`src/rtl/assert_macros.svh`:
```
// Assertion macros shared by the extended gcd block.
`ifndef ASSERT_MACROS_SVH
`define ASSERT_MACROS_SVH

// Clocked check, off while reset is held.
`define EGCD_CHECK(label, prop, msg) \
    label: assert property (@(posedge i_clk) disable iff (!i_rst_n) (prop)) else $error(msg);

// Condition that must never be seen at a clock edge.
`define EGCD_NEVER(label, cond, msg) \
    `EGCD_CHECK(label, !(cond), msg)

`endif

```
`src/rtl/egcd_pkg.sv`:
```
// Types and constants of the extended gcd block.
package egcd_pkg;

    localparam int OPERAND_BITS = 31;
    localparam int COEFF_BITS   = 32;
    localparam int CNT_W        = $clog2(OPERAND_BITS);
    localparam logic [CNT_W-1:0] DIV_LAST = CNT_W'(OPERAND_BITS - 1);

    typedef struct packed {
        logic [OPERAND_BITS-1:0] operand_a;
        logic [OPERAND_BITS-1:0] operand_b;
    } t_in_beat;

    typedef struct packed {
        logic [OPERAND_BITS-1:0]      divisor;
        logic signed [COEFF_BITS-1:0] coeff_s;
        logic signed [COEFF_BITS-1:0] coeff_t;
    } t_out_beat;

    typedef enum logic [4:0] {
        S_IDLE  = 5'b00001,
        S_CHECK = 5'b00010,
        S_DIV   = 5'b00100,
        S_UPD   = 5'b01000,
        S_DONE  = 5'b10000
    } t_state;

    typedef struct packed {
        logic load;
        logic start_div;
        logic div_step;
        logic update;
        logic publish;
    } t_cmd;

    typedef struct packed {
        logic rcur_zero;
        logic out_free;
    } t_status;

endpackage

```
`src/rtl/extended_gcd_bezout_core.sv`:
```
// Extended gcd core: gcd(a, b) with Bezout coefficients s, t such that a*s + b*t = gcd.
// Each Euclid step: a check state, the bit-serial divider, an update state.
// One item at a time; the next input is taken in the cycle after the result is registered.
// Synchronous active-low reset clears the sequencer and the output valid flag.
module extended_gcd_bezout_core
    import egcd_pkg::*;
#(
    parameter int DATA_WIDTH = 32
) (
    input  logic      i_clk,
    input  logic      i_rst_n,
    input  logic      i_in_valid,
    output logic      o_in_stall,
    input  t_in_beat  i_in_beat,
    output logic      o_out_valid,
    input  logic      i_out_stall,
    output t_out_beat o_out_beat
);

    t_cmd    cmd;
    t_status status;

    egcd_ctrl u_ctrl (
        .i_clk      (i_clk),
        .i_rst_n    (i_rst_n),
        .i_in_valid (i_in_valid),
        .i_status   (status),
        .o_in_stall (o_in_stall),
        .o_cmd      (cmd)
    );

    egcd_dpath #(
        .DATA_WIDTH (DATA_WIDTH)
    ) u_dpath (
        .i_clk       (i_clk),
        .i_rst_n     (i_rst_n),
        .i_cmd       (cmd),
        .i_in_beat   (i_in_beat),
        .i_out_stall (i_out_stall),
        .o_status    (status),
        .o_out_valid (o_out_valid),
        .o_out_beat  (o_out_beat)
    );

endmodule

```
`src/rtl/egcd_ctrl.sv`:
```
// Sequencer for the Euclid steps: check, bit-serial divide, coefficient update.
`include "assert_macros.svh"

module egcd_ctrl
    import egcd_pkg::*;
(
    input  logic    i_clk,
    input  logic    i_rst_n,
    input  logic    i_in_valid,
    input  t_status i_status,
    output logic    o_in_stall,
    output t_cmd    o_cmd
);

    t_state           r_state, n_state;
    logic [CNT_W-1:0] r_cnt, n_cnt;

    always_comb begin
        n_state = r_state;
        n_cnt   = r_cnt;
        o_cmd   = '0;
        unique case (r_state)
            S_IDLE: begin
                if (i_in_valid) begin
                    o_cmd.load = 1'b1;
                    n_state    = S_CHECK;
                end
            end
            S_CHECK: begin
                if (i_status.rcur_zero) begin
                    n_state = S_DONE;
                end else begin
                    o_cmd.start_div = 1'b1;
                    n_cnt           = '0;
                    n_state         = S_DIV;
                end
            end
            S_DIV: begin
                o_cmd.div_step = 1'b1;
                n_cnt          = r_cnt + 1'b1;
                if (r_cnt == DIV_LAST) begin
                    n_state = S_UPD;
                end
            end
            S_UPD: begin
                o_cmd.update = 1'b1;
                n_state      = S_CHECK;
            end
            S_DONE: begin
                if (i_status.out_free) begin
                    o_cmd.publish = 1'b1;
                    n_state       = S_IDLE;
                end
            end
            default: begin
                n_state = S_IDLE;
            end
        endcase
    end

    always_ff @(posedge i_clk) begin
        if (!i_rst_n) begin
            r_state <= S_IDLE;
            r_cnt   <= '0;
        end else begin
            r_state <= n_state;
            r_cnt   <= n_cnt;
        end
    end

    assign o_in_stall = (r_state != S_IDLE);

    `EGCD_CHECK(a_cnt_bound, (r_state == S_DIV) |-> (r_cnt <= DIV_LAST), "divide count overrun")
    `EGCD_CHECK(a_div_to_upd, (r_state == S_DIV && r_cnt == DIV_LAST) |=> (r_state == S_UPD),
        "divide did not end in update")

endmodule

```
`src/rtl/egcd_dpath.sv`:
```
// Remainder, quotient and coefficient registers with the restoring divider.
`include "assert_macros.svh"

module egcd_dpath
    import egcd_pkg::*;
#(
    parameter int DATA_WIDTH = 32
) (
    input  logic      i_clk,
    input  logic      i_rst_n,
    input  t_cmd      i_cmd,
    input  t_in_beat  i_in_beat,
    input  logic      i_out_stall,
    output t_status   o_status,
    output logic      o_out_valid,
    output t_out_beat o_out_beat
);

    localparam logic [DATA_WIDTH-1:0] ONE = {{(DATA_WIDTH-1){1'b0}}, 1'b1};

    logic [OPERAND_BITS-1:0] r_rprev, r_rcur, r_rem, r_quo;
    logic [DATA_WIDTH-1:0]   r_sprev, r_scur, r_tprev, r_tcur, r_acc_s, r_acc_t;
    logic                    r_ovalid;
    t_out_beat               r_obeat;

    logic [OPERAND_BITS:0]   trial, diff;
    logic                    q_bit;
    logic [DATA_WIDTH-1:0]   n_acc_s, n_acc_t;
    logic [COEFF_BITS+DATA_WIDTH-1:0] s_ext, t_ext;

    // one quotient bit per cycle, MSB first; accumulators build q*s and q*t alongside
    always_comb begin
        trial   = {r_rem, r_quo[OPERAND_BITS-1]};
        diff    = trial - {1'b0, r_rcur};
        q_bit   = (trial >= {1'b0, r_rcur});
        n_acc_s = {r_acc_s[DATA_WIDTH-2:0], 1'b0} + (q_bit ? r_scur : '0);
        n_acc_t = {r_acc_t[DATA_WIDTH-2:0], 1'b0} + (q_bit ? r_tcur : '0);
        // sign-extend the wrapped coefficients, low bits go to the 32-bit fields
        s_ext   = {{COEFF_BITS{r_sprev[DATA_WIDTH-1]}}, r_sprev};
        t_ext   = {{COEFF_BITS{r_tprev[DATA_WIDTH-1]}}, r_tprev};
    end

    always_ff @(posedge i_clk) begin
        if (i_cmd.load) begin
            r_rprev <= i_in_beat.operand_a;
            r_rcur  <= i_in_beat.operand_b;
            r_sprev <= ONE;
            r_scur  <= '0;
            r_tprev <= '0;
            r_tcur  <= ONE;
        end
        if (i_cmd.start_div) begin
            r_rem   <= '0;
            r_quo   <= r_rprev;
            r_acc_s <= '0;
            r_acc_t <= '0;
        end
        if (i_cmd.div_step) begin
            r_rem   <= q_bit ? diff[OPERAND_BITS-1:0] : trial[OPERAND_BITS-1:0];
            r_quo   <= {r_quo[OPERAND_BITS-2:0], 1'b0};
            r_acc_s <= n_acc_s;
            r_acc_t <= n_acc_t;
        end
        if (i_cmd.update) begin
            r_rprev <= r_rcur;
            r_rcur  <= r_rem;
            r_sprev <= r_scur;
            r_scur  <= r_sprev - r_acc_s;
            r_tprev <= r_tcur;
            r_tcur  <= r_tprev - r_acc_t;
        end
        if (i_cmd.publish) begin
            r_obeat.divisor <= r_rprev;
            r_obeat.coeff_s <= s_ext[COEFF_BITS-1:0];
            r_obeat.coeff_t <= t_ext[COEFF_BITS-1:0];
        end
    end

    always_ff @(posedge i_clk) begin
        if (!i_rst_n) begin
            r_ovalid <= 1'b0;
        end else if (i_cmd.publish) begin
            r_ovalid <= 1'b1;
        end else if (!i_out_stall) begin
            r_ovalid <= 1'b0;
        end
    end

    assign o_status.rcur_zero = (r_rcur == '0);
    assign o_status.out_free  = !r_ovalid || !i_out_stall;
    assign o_out_valid        = r_ovalid;
    assign o_out_beat         = r_obeat;

    `EGCD_CHECK(a_rem_below_div, i_cmd.div_step |=> (r_rem < r_rcur), "remainder not reduced")
    `EGCD_NEVER(a_upd_zero_div, i_cmd.update && (r_rcur == '0), "update with zero divisor")
    `EGCD_NEVER(a_publish_busy, i_cmd.publish && r_ovalid && i_out_stall,
        "result overwrites a held beat")

endmodule

```
`config.mk`:
```
export PLATFORM = sky130hd
export DESIGN_NAME = extended_gcd_bezout_core
export DESIGN_NICKNAME = d
export VERILOG_FILES = /design/src/rtl/egcd_pkg.sv /design/src/rtl/extended_gcd_bezout_core.sv /design/src/rtl/egcd_ctrl.sv /design/src/rtl/egcd_dpath.sv
export VERILOG_INCLUDE_DIRS = /design/src /design/src/rtl
export SDC_FILE = /design/constraint.sdc
export NUM_CORES = 1
export LEC_CHECK = 0
export BUFFER_PORTS_ARGS = -buffer_cell sky130_fd_sc_hd__buf_2
export CORE_MARGIN = 3
export CORE_UTILIZATION = 51
export DETAILED_ROUTE_END_ITERATION = 6
export PLACE_DENSITY = 0.77
export SYNTH_ARGS = -nofsm -noshare
export SYNTH_HDL_FRONTEND = slang
export SYNTH_SLANG_ARGS = --single-unit
```
`constraint.sdc`:
```
create_clock -name i_clk -period 22.7 [get_ports i_clk]
set_input_delay 3.405 -clock i_clk [delete_from_list [all_inputs] [get_ports i_clk]]
set_output_delay 3.405 -clock i_clk [all_outputs]
set_load 0.1 [all_outputs]
```
Word-level counts from Yosys, hierarchy flattened
Index checks and enable logic that the tools add are counted.
{"block": "word_totals", "word_cells": 82, "in_bits": 66, "output_inout_bits": 97, "regBits": 422}
{"block": "classes", "magnitude_cmp": 1, "n_reduce_logical": 9, "n_mux": 37, "n_addsub": 6, "eq_ne": 12}
{"operator": "32-bit two-way mux", "n": 11}
{"operator": "31-bit two-way mux", "n": 9}
{"operator": "32-bit adder", "n": 2}
{"operator": "32-bit subtractor", "n": 2}
{"operator": "32-bit by 31-bit greater-or-equal comparator with 1-bit output", "n": 1}
{"operator": "31-bit zero test", "n": 1}
{"operator": "31-bit subtractor", "n": 1}
{"operator": "5-bit two-way mux", "n": 5}
{"operator": "5-bit one-hot mux with 5 select lines", "n": 1}
{"operator": "5-bit equality test (second input constant)", "n": 2}
{"operator": "1-bit two-way mux", "n": 10}
{"operator": "5-bit one-hot mux with 2 select lines", "n": 1}
{"operator": "2-bit inequality test (second input constant)", "n": 3}
{"operator": "2-bit nonzero test", "n": 3}
{"operator": "5-bit by 1-bit adder with 5-bit output (second input constant)", "n": 1}
{"operator": "5-bit by 1-bit equality test with 1-bit output (second input constant)", "n": 1}
{"operator": "5-bit by 2-bit equality test with 1-bit output (second input constant)", "n": 1}
{"operator": "5-bit by 3-bit equality test with 1-bit output (second input constant)", "n": 1}
{"operator": "5-bit by 4-bit equality test with 1-bit output (second input constant)", "n": 1}
{"operator": "5-bit by 1-bit inequality test with 1-bit output (second input constant)", "n": 1}
{"operator": "2-bit by 1-bit inequality test with 1-bit output (second input constant)", "n": 2}
{"operator": "3-bit AND reduction", "n": 1}
{"operator": "1-bit zero test", "n": 2}
{"operator": "2-bit AND reduction", "n": 1}
{"operator": "1-bit logical OR", "n": 1}

Depth between registers and ports, before layout
Gate-level depths: netlist of the first run.
{"block": "depth", "word_depth": 5, "mapped_depth": 23, "mapped_depth_nobuf": 21}

Hierarchy
A second synthesis of the first run with hierarchy kept.
{"block": "hier_totals", "cells_unflattened": 2135, "area_unflattened_um2": 23864.1}
{"mod": "egcd_dpath", "seq_area_each_um2": 12351.8, "area_per_inst_um2": 23268.6, "instances": 1, "cells_each": 2063}
{"mod": "egcd_ctrl", "seq_area_each_um2": 200.2, "area_per_inst_um2": 595.6, "instances": 1, "cells_each": 72}

Worst setup path before layout of the first run
OpenSTA, ideal clock, no wires.
{"block": "synth_timing", "path_type": "input -> register", "startpoint": "input i_in_valid", "endpoint": "register u_dpath.r_rcur[0] (enable)", "t_required_ns": 21.697, "path_buffers": 0, "arrival_ns": 16.671, "slack_ns": 5.026, "setup_time_ns": 1.003, "cell_stages": 2, "path_cell_list": "inv_1 -> o21ai_0"}
{"block": "synth_between", "elab_chain_cells": 3}
{"element": "start: declaration", "line": "extended_gcd_bezout_core.sv:12", "source": "input logic i_in_valid,"}
{"element": "1-bit two-way mux", "line": "egcd_ctrl.sv:24", "source": "if (i_in_valid) begin"}
{"element": "1-bit two-way mux", "line": "egcd_ctrl.sv:22", "source": "unique case (r_state)"}
{"element": "2-bit nonzero test (no line)"}
{"element": "end signal: assignment", "line": "egcd_dpath.sv:46", "source": "r_rcur <= i_in_beat.operand_b;"}
{"element": "end signal: assignment", "line": "egcd_dpath.sv:66", "source": "r_rcur <= r_rem;"}
{"element": "end: declaration", "line": "egcd_dpath.sv:21", "source": "logic [OPERAND_BITS-1:0] r_rprev, r_rcur, r_rem, r_quo;"}
Every way passes these cells.
A chain may end at the register's enable or synchronous reset.

Final worst setup path of the first run
{"block": "layout_timing", "startpoint": "register u_dpath.r_rcur[10]", "endpoint": "register u_dpath.r_acc_s[31] (data pin)"}
{"block": "layout_between", "elab_chain_cells": 4}
{"element": "32-bit by 31-bit greater-or-equal comparator with 1-bit output", "line": "egcd_dpath.sv:35", "source": "q_bit = (trial >= {1'b0, r_rcur});"}
{"element": "32-bit two-way mux", "line": "egcd_dpath.sv:36", "source": "n_acc_s = {r_acc_s[DATA_WIDTH-2:0], 1'b0} + (q_bit ? r_scur : '0);"}
{"element": "32-bit adder", "line": "egcd_dpath.sv:36"}
{"element": "32-bit two-way mux", "line": "egcd_dpath.sv:58", "source": "if (i_cmd.div_step) begin"}
{"element": "end signal: assignment", "line": "egcd_dpath.sv:61", "source": "r_acc_s <= n_acc_s;"}
{"element": "end: declaration", "line": "egcd_dpath.sv:22", "source": "logic [DATA_WIDTH-1:0] r_sprev, r_scur, r_tprev, r_tcur, r_acc_s, r_acc_t;"}
Every way passes these cells.

==> flow_metrics.py, run 1 <==
metrics = {
    "run_status": {
        "outcome": "complete, no violations",
    },
    "setup_path": {
        "cp_top_family": "compound AO/OA/AOI/OAI gates",
        "rrSetupSlack_ps": 16260,
        "slowest_stage": "o311ai_0",
        "crit_type": "reg2reg",
        "critPathBufInv": 2,
        "path_max_fanout": 69,
        "arrival_ps": 6750,
        "startpoint_type": "flop",
        "path_cells": "inv_1, ha_1, and3_1, nand4_1, or4_1, a21oi_1, o311a_1, o21a_2, buf_4, and2_1, ha_1, fa_1, a21oi_1, o211ai_1, a31o_2, a21oi_1, o311ai_0, a31o_2, a21oi_1, xnor3_1, nor2_1",
        "required_ps": 23010,
        "end_kind": "flop",
        "critPathMaxStageDelay_ps": 720,
        "cp_common_cell": "a21oi_1",
    },
    "route": {
        "vias": 17400,
        "first_pass_iters": 5,
        "vias_per_cell": 5.82,
        "routed_wl_um": 55600,
        "drc": 0,
        "drt_iter0_markers": 1496,
        "post_drt_wl_per_cell_um": 18.6,
        "ant_nets": 0,
    },
    "clocking": {
        "clock-sinks": 422,
        "numCtsBuffers": 45,
        "cts_resized": 0,
        "clk_root_buffer_cell": "clkbuf_16",
        "cts_hold_buf": 0,
        "htree_levels": 2,
        "path_clk_slew_ps": 60,
        "clockBufferDepth": 3,
        "cts_tree": "built",
        "worstSkewPairLatency_ps": 590,
        "postCtsSetupBuffers": 0,
    },
    "cells_and_area": {
        "final_cell_mix": "410 x edfxtp_1, 260 x nand2_1, 174 x nor2_1",
        "synthToLayoutAreaGrowth_pct": 13.2,
        "nets": 2580,
        "drive_gt1_frac": 0.116,
        "num_antenna_cells": 0,
        "final_cell_count_no_fill": 2989,
        "final_common_cell": "edfxtp_1",
    },
    "sta": {
        "finalSetupTns_ps": 0,
        "slew_viol_final": 0,
        "slew_headroom": 0.281,
        "rsz0062_at_grt": "false",
        "hold_slack_ps": 453,
        "fmax_ghz": 0.155,
        "hold_viol_final": 0,
        "setup_viol": 0,
        "setup_ws_ps": 16260,
        "clock_skew_ps": 22.4,
        "worstMarginPinSlew_ps": 1080,
        "post-route-period-util": 0.284,
        "post-route-min-period_ps": 6440,
    },
    "floorplanning": {
        "core_area_sq_um": 45600,
        "ios": 163,
        "rows": 78,
        "floorplan.initialDensity": 0.518,
        "die_w_um": 221,
        "die_h_um": 221,
        "die_area_sq_um": 48900,
    },
    "synthesis": {
        "synthCells": 2197,
        "async_reset_ff_frac": 0,
        "synth_top_area_frac": 0.522,
        "synth-main-ff-cell": "edfxtp_1",
        "ys_ff_latch": 422,
        "synthTopCellsByArea": "edfxtp_1 52%, ha_1 8.2%, nand2_1 4.1%, and2_1 3.9%, a21oi_1 3.1%",
        "synth.net_count": 2423,
        "synth_warnings": 0,
        "synth_area_sq_um": 23600,
        "synth.avg_cell_area_sq_um": 10.7,
        "netlist-cell-type-count": 77,
        "synth_area_leader_cell": "edfxtp_1",
        "yosysSeqAreaShare": 0.532,
        "synth_edf_count": 410,
    },
    "grt": {
        "grt_pass1_wl_um": 89200,
        "first_global_vias": 17100,
        "antenna_found_initial": 1,
        "grt-ovfl-total": 0,
        "grt_max_degree": 82,
        "grt_usage": 0.222,
    },
    "placement": {
        "place_congestion": 0.898,
        "hpwlAfterDp_um": 38200,
        "io_buffers": 162,
        "pre_cts_ws_ps": 16320,
        "place_inst": 2907,
    },
    "pwr": {
        "power_density_nw_per_um2": 86.2,
        "p_leak_nw": 10.9,
        "vdd_drop_max_mv": 0.0547,
        "p_total_mw": 2.30,
    },
    "min_path": {
        "min_path_type": "reg2reg",
    },
    "job": {
        "drv_cap": 0,
    },
}
## synth_stat cells, drive strengths merged (8+ instances only)
cell / number
and3: 18
o31ai: 8
o31a: 9
a22o: 31
nor4: 10
xor2: 58
o21a: 29
nand4: 16
ha: 155
o21bai: 15
nor2b: 15
buf: 11
dfxtp: 12
o221ai: 8
nand2b: 16
and2: 147
or3: 9
inv: 137
a21oi: 147
xnor2: 61
nand3: 24
a31oi: 12
clkbuf: 56
o21ai: 128
nand2: 260
nor3: 33
o211ai: 14
edfxtp: 410
nor2: 175
a21o: 53
a211oi: 32
## path summary, 6_finish.rpt
path                                         start                      to  depth (start not counted)
worst max-delay path            u_dpath.r_rcur[10]     u_dpath.r_acc_s[31]                         21
worst min-delay path            u_dpath.r_rprev[2]  u_dpath.o_out_beat[66]                          0
worst max register to register  u_dpath.r_rcur[10]     u_dpath.r_acc_s[31]                         21
worst min register to register  u_dpath.r_rprev[2]  u_dpath.o_out_beat[66]                          0
## metal layers
metal / part of all wire / global-route usage / up-vias
met2: 0.46 / 0.361 / 586
li1: - / - / 8300
met3: 0.066 / 0.0371 / 107
met1: 0.45 / 0.309 / 8409
met4: 0.027 / 0.0661 / 0
met5: 0 / 0 / -
## sequential cells by signal, indices dropped and copies added (netlist names), 31 cells and up
name / cells
u_dpath.o_out_beat: 95
u_dpath.r_acc_s: 32
u_dpath.r_acc_t: 32
u_dpath.r_quo: 31
u_dpath.r_rcur: 31
u_dpath.r_rem: 31
u_dpath.r_rprev: 31
u_dpath.r_scur: 32
u_dpath.r_sprev: 32
u_dpath.r_tcur: 32
u_dpath.r_tprev: 32
## power by group
group          internal, mW  total (mW)  switching [mW]  leakage [nW]
clock                 0.511       0.827           0.316         0.797
sequential            0.932       0.970          0.0381          3.94
combinational         0.195       0.506           0.310          6.17
## worst reg2reg max path, stage by stage, from the launching register on
cell	delay [ps]
edfxtp_1	380
inv_1	90
ha_1	410
and3_1	240
nand4_1	170
or4_1	560
a21oi_1	160
o311a_1	220
o21a_2	550
buf_4	590
and2_1	300
ha_1	190
fa_1	230
a21oi_1	120
o211ai_1	300
a31o_2	230
a21oi_1	120
o311ai_0	720
a31o_2	270
a21oi_1	70
xnor3_1	190
nor2_1	40
## cell families after synthesis
logic type / share of synthesized area
AOI/OAI and AO/OA: 0.150
muxes: 0.00260
adders and majority gates: 0.0864
buffers and inverters: 0.0328
and+or+nand+nor: 0.151
DFF: 0.532
xor gates and xnor gates: 0.0451
## cell type report
class / instances / area [sq um]
timing repair buffer: 177 / 923
clock buffer: 56 / 1200
clock inverter: 26 / 443
tap: 600 / 751
inverter: 137 / 514
fill: 3701 / 18900
multi-input combinational: 1571 / 10300
sequential: 422 / 12600
## per-stage QoR
step / utilization / cell area [sq um]
after floorplan: - / 23600
after global placement: 0.550 / 25100
after detailed placement: 0.550 / 25100
after CTS: 0.586 / 26700
after global routing: 0.586 / 26700
final: 0.586 / 26700
Note: power is estimated with default switching activity, not from simulation.
==> run 2, diff against run 1 <==
--- a/config.mk
+++ b/config.mk
@@ -6,11 +6,12 @@
 export SDC_FILE = /design/constraint.sdc
 export NUM_CORES = 1
 export LEC_CHECK = 0
+export ABC_AREA = 1
 export BUFFER_PORTS_ARGS = -buffer_cell sky130_fd_sc_hd__buf_2
 export CORE_MARGIN = 3
 export CORE_UTILIZATION = 51
 export DETAILED_ROUTE_END_ITERATION = 6
-export PLACE_DENSITY = 0.77
+export PLACE_DENSITY = 0.8
 export SYNTH_ARGS = -nofsm -noshare
 export SYNTH_HDL_FRONTEND = slang
 export SYNTH_SLANG_ARGS = --single-unit
==> constraint.sdc (replaced) <==
create_clock -name i_clk -period 5.8 [get_ports i_clk]
set_input_delay 0.87 -clock i_clk [delete_from_list [all_inputs] [get_ports i_clk]]
set_output_delay 0.87 -clock i_clk [all_outputs]
set_load 0.1 [all_outputs]
==> run 2 against run 1 <==
Net effect:
- clock power grew to 3.7 times the previous value
- worst hold slack got worse by 1.5 ps
- critical path depth grew 4
- largest cell class unchanged
- die area up 5.5%
==> flow_metrics.py, run 2 <==
metrics = {
    "setup_path": {
        "endpoint": "u_dpath.r_acc_t[25]",
        "r2r-start": "u_dpath.r_quo[30]",
        "arrival_ps": 4840,
        "cp_common_cell": "nand2_1",
        "startpoint_type": "flop",
        "rr_worst_depth": 25,
        "slowest_stage": "inv_2",
        "required_ps": 6130,
        "critPathBufInv": 5,
        "rrSetupSlack_ps": 1290,
        "critPathMaxStageDelay_ps": 550,
        "path_max_fanout": 32,
        "cp-startpoint": "u_dpath.r_quo[30]",
        "end_kind": "flop",
        "rr_endpoint": "u_dpath.r_acc_t[25]",
        "cp_top_family": "buffers and inverters",
        "cp.depth": 25,
        "crit_type": "reg2reg",
    },
    "pwr": {
        "p_leak_nw": 12.0,
        "p_sw_mw": 4.03,
        "p_clk_frac": 0.282,
        "power_density_nw_per_um2": 389,
        "p_int_mw": 6.85,
        "p_comb_frac": 0.334,
        "vdd_drop_max_mv": 0.234,
        "swShare": 0.371,
        "sequentialPowerShare": 0.385,
    },
    "sta": {
        "rsz0062_at_grt": "false",
        "setup_ws_ps": 1290,
        "finalSetupTns_ps": 0,
        "fmax_ghz": 0.222,
        "slew_headroom": 0.341,
        "post-route-min-period_ps": 4510,
        "slew_viol_final": 0,
        "hold_viol_final": 0,
        "post-route-period-util": 0.777,
        "clock_skew_ps": 24.9,
        "worstMarginPinSlew_ps": 988,
        "setup_viol": 0,
    },
    "synthesis": {
        "synth_area_leader_cell": "edfxtp_1",
        "synth_area_sq_um": 24900,
        "synth-main-ff-cell": "edfxtp_1",
        "synth_warnings": 0,
        "ys_ff_latch": 422,
        "netlist-cell-type-count": 47,
        "yosysSeqAreaShare": 0.503,
        "synth.net_count": 3107,
        "synthCells": 2881,
        "synth_top_area_frac": 0.494,
        "synthTopCellsByArea": "edfxtp_1 49%, nand2_1 8.9%, ha_1 7.8%, a21oi_1 6.2%, nor2_1 5.8%",
        "async_reset_ff_frac": 0,
        "synth.avg_cell_area_sq_um": 8.65,
        "ys_top_cells_by_count": "589 x nand2_1, 410 x edfxtp_1, 383 x nor2_1",
        "synth_most_common_cell": "nand2_1",
        "synth_edf_count": 410,
    },
    "min_path": {
        "min_path_type": "reg2reg",
        "min_path_cells": 0,
    },
    "floorplanning": {
        "die_h_um": 227,
        "die_area_sq_um": 51600,
        "floorplan.initialDensity": 0.519,
        "ios": 163,
        "die_w_um": 227,
        "rows": 80,
        "core_area_sq_um": 48000,
    },
    "route": {
        "vias_per_cell": 5.63,
        "ant_nets": 0,
        "drt_iter0_markers": 1936,
        "routed_wl_um": 65800,
        "first_pass_iters": 6,
        "vias": 20800,
        "drc": 0,
        "post_drt_wl_per_cell_um": 17.8,
    },
    "clocking": {
        "clock-sinks": 422,
        "worstSkewPairLatency_ps": 580,
        "cts_resized": 0,
        "clk_root_buffer_cell": "clkbuf_16",
        "postCtsSetupBuffers": 0,
        "clockBufferDepth": 3,
        "htree_levels": 2,
        "cts_hold_buf": 0,
        "cts_tree": "built",
        "path_clk_slew_ps": 60,
        "numCtsBuffers": 46,
    },
    "placement": {
        "place_inst": 3614,
        "io_buffers": 162,
        "pre_cts_ws_ps": 1400,
        "place_congestion": 0.987,
        "hpwlAfterDp_um": 48700,
    },
    "cells_and_area": {
        "num_antenna_cells": 0,
        "drive_gt1_frac": 0.0979,
        "synthToLayoutAreaGrowth_pct": 12.2,
        "final_cell_count_no_fill": 3700,
        "nFillCells": 4221,
        "largest_reg_flops": 95,
        "final_cell_mix": "588 x nand2_1, 410 x edfxtp_1, 381 x nor2_1",
        "nets": 3273,
        "final_common_cell": "nand2_1",
    },
    "grt": {
        "grt_use_met3": 0.0312,
        "first_global_vias": 19600,
        "grt_util_met1": 0.362,
        "use_met2": 0.406,
        "grt_pass1_wl_um": 103000,
        "grt_busiest_layer": "met2",
        "grt_max_degree": 108,
        "grt-ovfl-total": 0,
        "antenna_found_initial": 0,
        "grt_usage": 0.253,
    },
    "job": {
        "drv_cap": 0,
    },
    "run_status": {
        "outcome": "complete, no violations",
    },
}
-- run 2: cell count changes after synthesis, moves of 47 or more --
cell     delta
nand2_1   +329
nor2_1    +208
inv_1     +206
a21oi_1   +160
and2_1    -146
nand3_1   +112
o21ai_0   +109
xnor2_1    -47
-- run 2: power groups by stage --
stage	registers, mW	clock network (mW)	logic (mW)
floorplan	4.19	0	2.64
global placement	4.23	0	3.52
detailed placement	4.24	0	3.54
CTS	4.18	3.12	3.57
global route	4.23	3.24	4.06
finish	4.19	3.07	3.63
-- run 2: per-layer routing --
| metal | vias to the layer above | part of all wire |
|---|---|---|
| met5 | - | 0 |
| met4 | 0 | 0.029 |
| met3 | 122 | 0.071 |
| met2 | 857 | 0.45 |
| met1 | 9666 | 0.45 |
| li1 | 10200 | - |
-- run 2: kinds of logic (layout without fill, tap and decap cells) --
logic type / Yosys count / count (layout) / synth area share
AO/OA/AOI/OAI: 653 / 653 / 0.141
XOR/XNOR: 28 / 28 / 0.00984
adder cells (fa/ha/maj): 160 / 160 / 0.0818
buffers and inverters: 406 / 610 / 0.0636
flip-flops: 422 / 422 / 0.503
AND/OR/NAND/NOR: 1212 / 1212 / 0.200
-- run 2: layout make-up --
type | instances | area, sq um | area share
clock buffer | 51 | 1230 | 0.0441
inverter | 346 | 1300 | 0.0466
sequential | 422 | 12600 | 0.449
multi-input combinational | 2053 | 10800 | 0.387
tap | 615 | 769 | 0.0275
timing repair buffer | 178 | 943 | 0.0337
clock inverter | 35 | 353 | 0.0126
-- run 2: how the worst min path moves through the flow --
stage | startpoint | endpoint | slack (ps)
2_1_floorplan | u_dpath.r_tprev[0] | u_dpath.o_out_beat[0] | 430
3_3_place_gp | u_dpath.r_rprev[28] | u_dpath.o_out_beat[92] | 430
3_5_place_dp | u_dpath.r_rprev[28] | u_dpath.o_out_beat[92] | 440
4_1_cts | u_dpath.r_rprev[28] | u_dpath.o_out_beat[92] | 450
5_1_grt | u_dpath.r_rprev[28] | u_dpath.o_out_beat[92] | 450
6_report | u_dpath.r_rprev[2] | u_dpath.o_out_beat[66] | 450
-- run 2: stage by stage --
| step | util | hold slack [ps] | power, mW | area, sq um |
|---|---|---|---|---|
| 2_1_floorplan | - | 426 | 6.82 | 24900 |
| 3_3_place_gp | 0.549 | 433 | 7.75 | 26400 |
| 3_5_place_dp | 0.549 | 437 | 7.78 | 26400 |
| 4_1_cts | 0.582 | 449 | 10.9 | 28000 |
| 5_1_grt | 0.582 | 454 | 11.5 | 28000 |
| 6_report | 0.582 | 451 | 10.9 | 28000 |
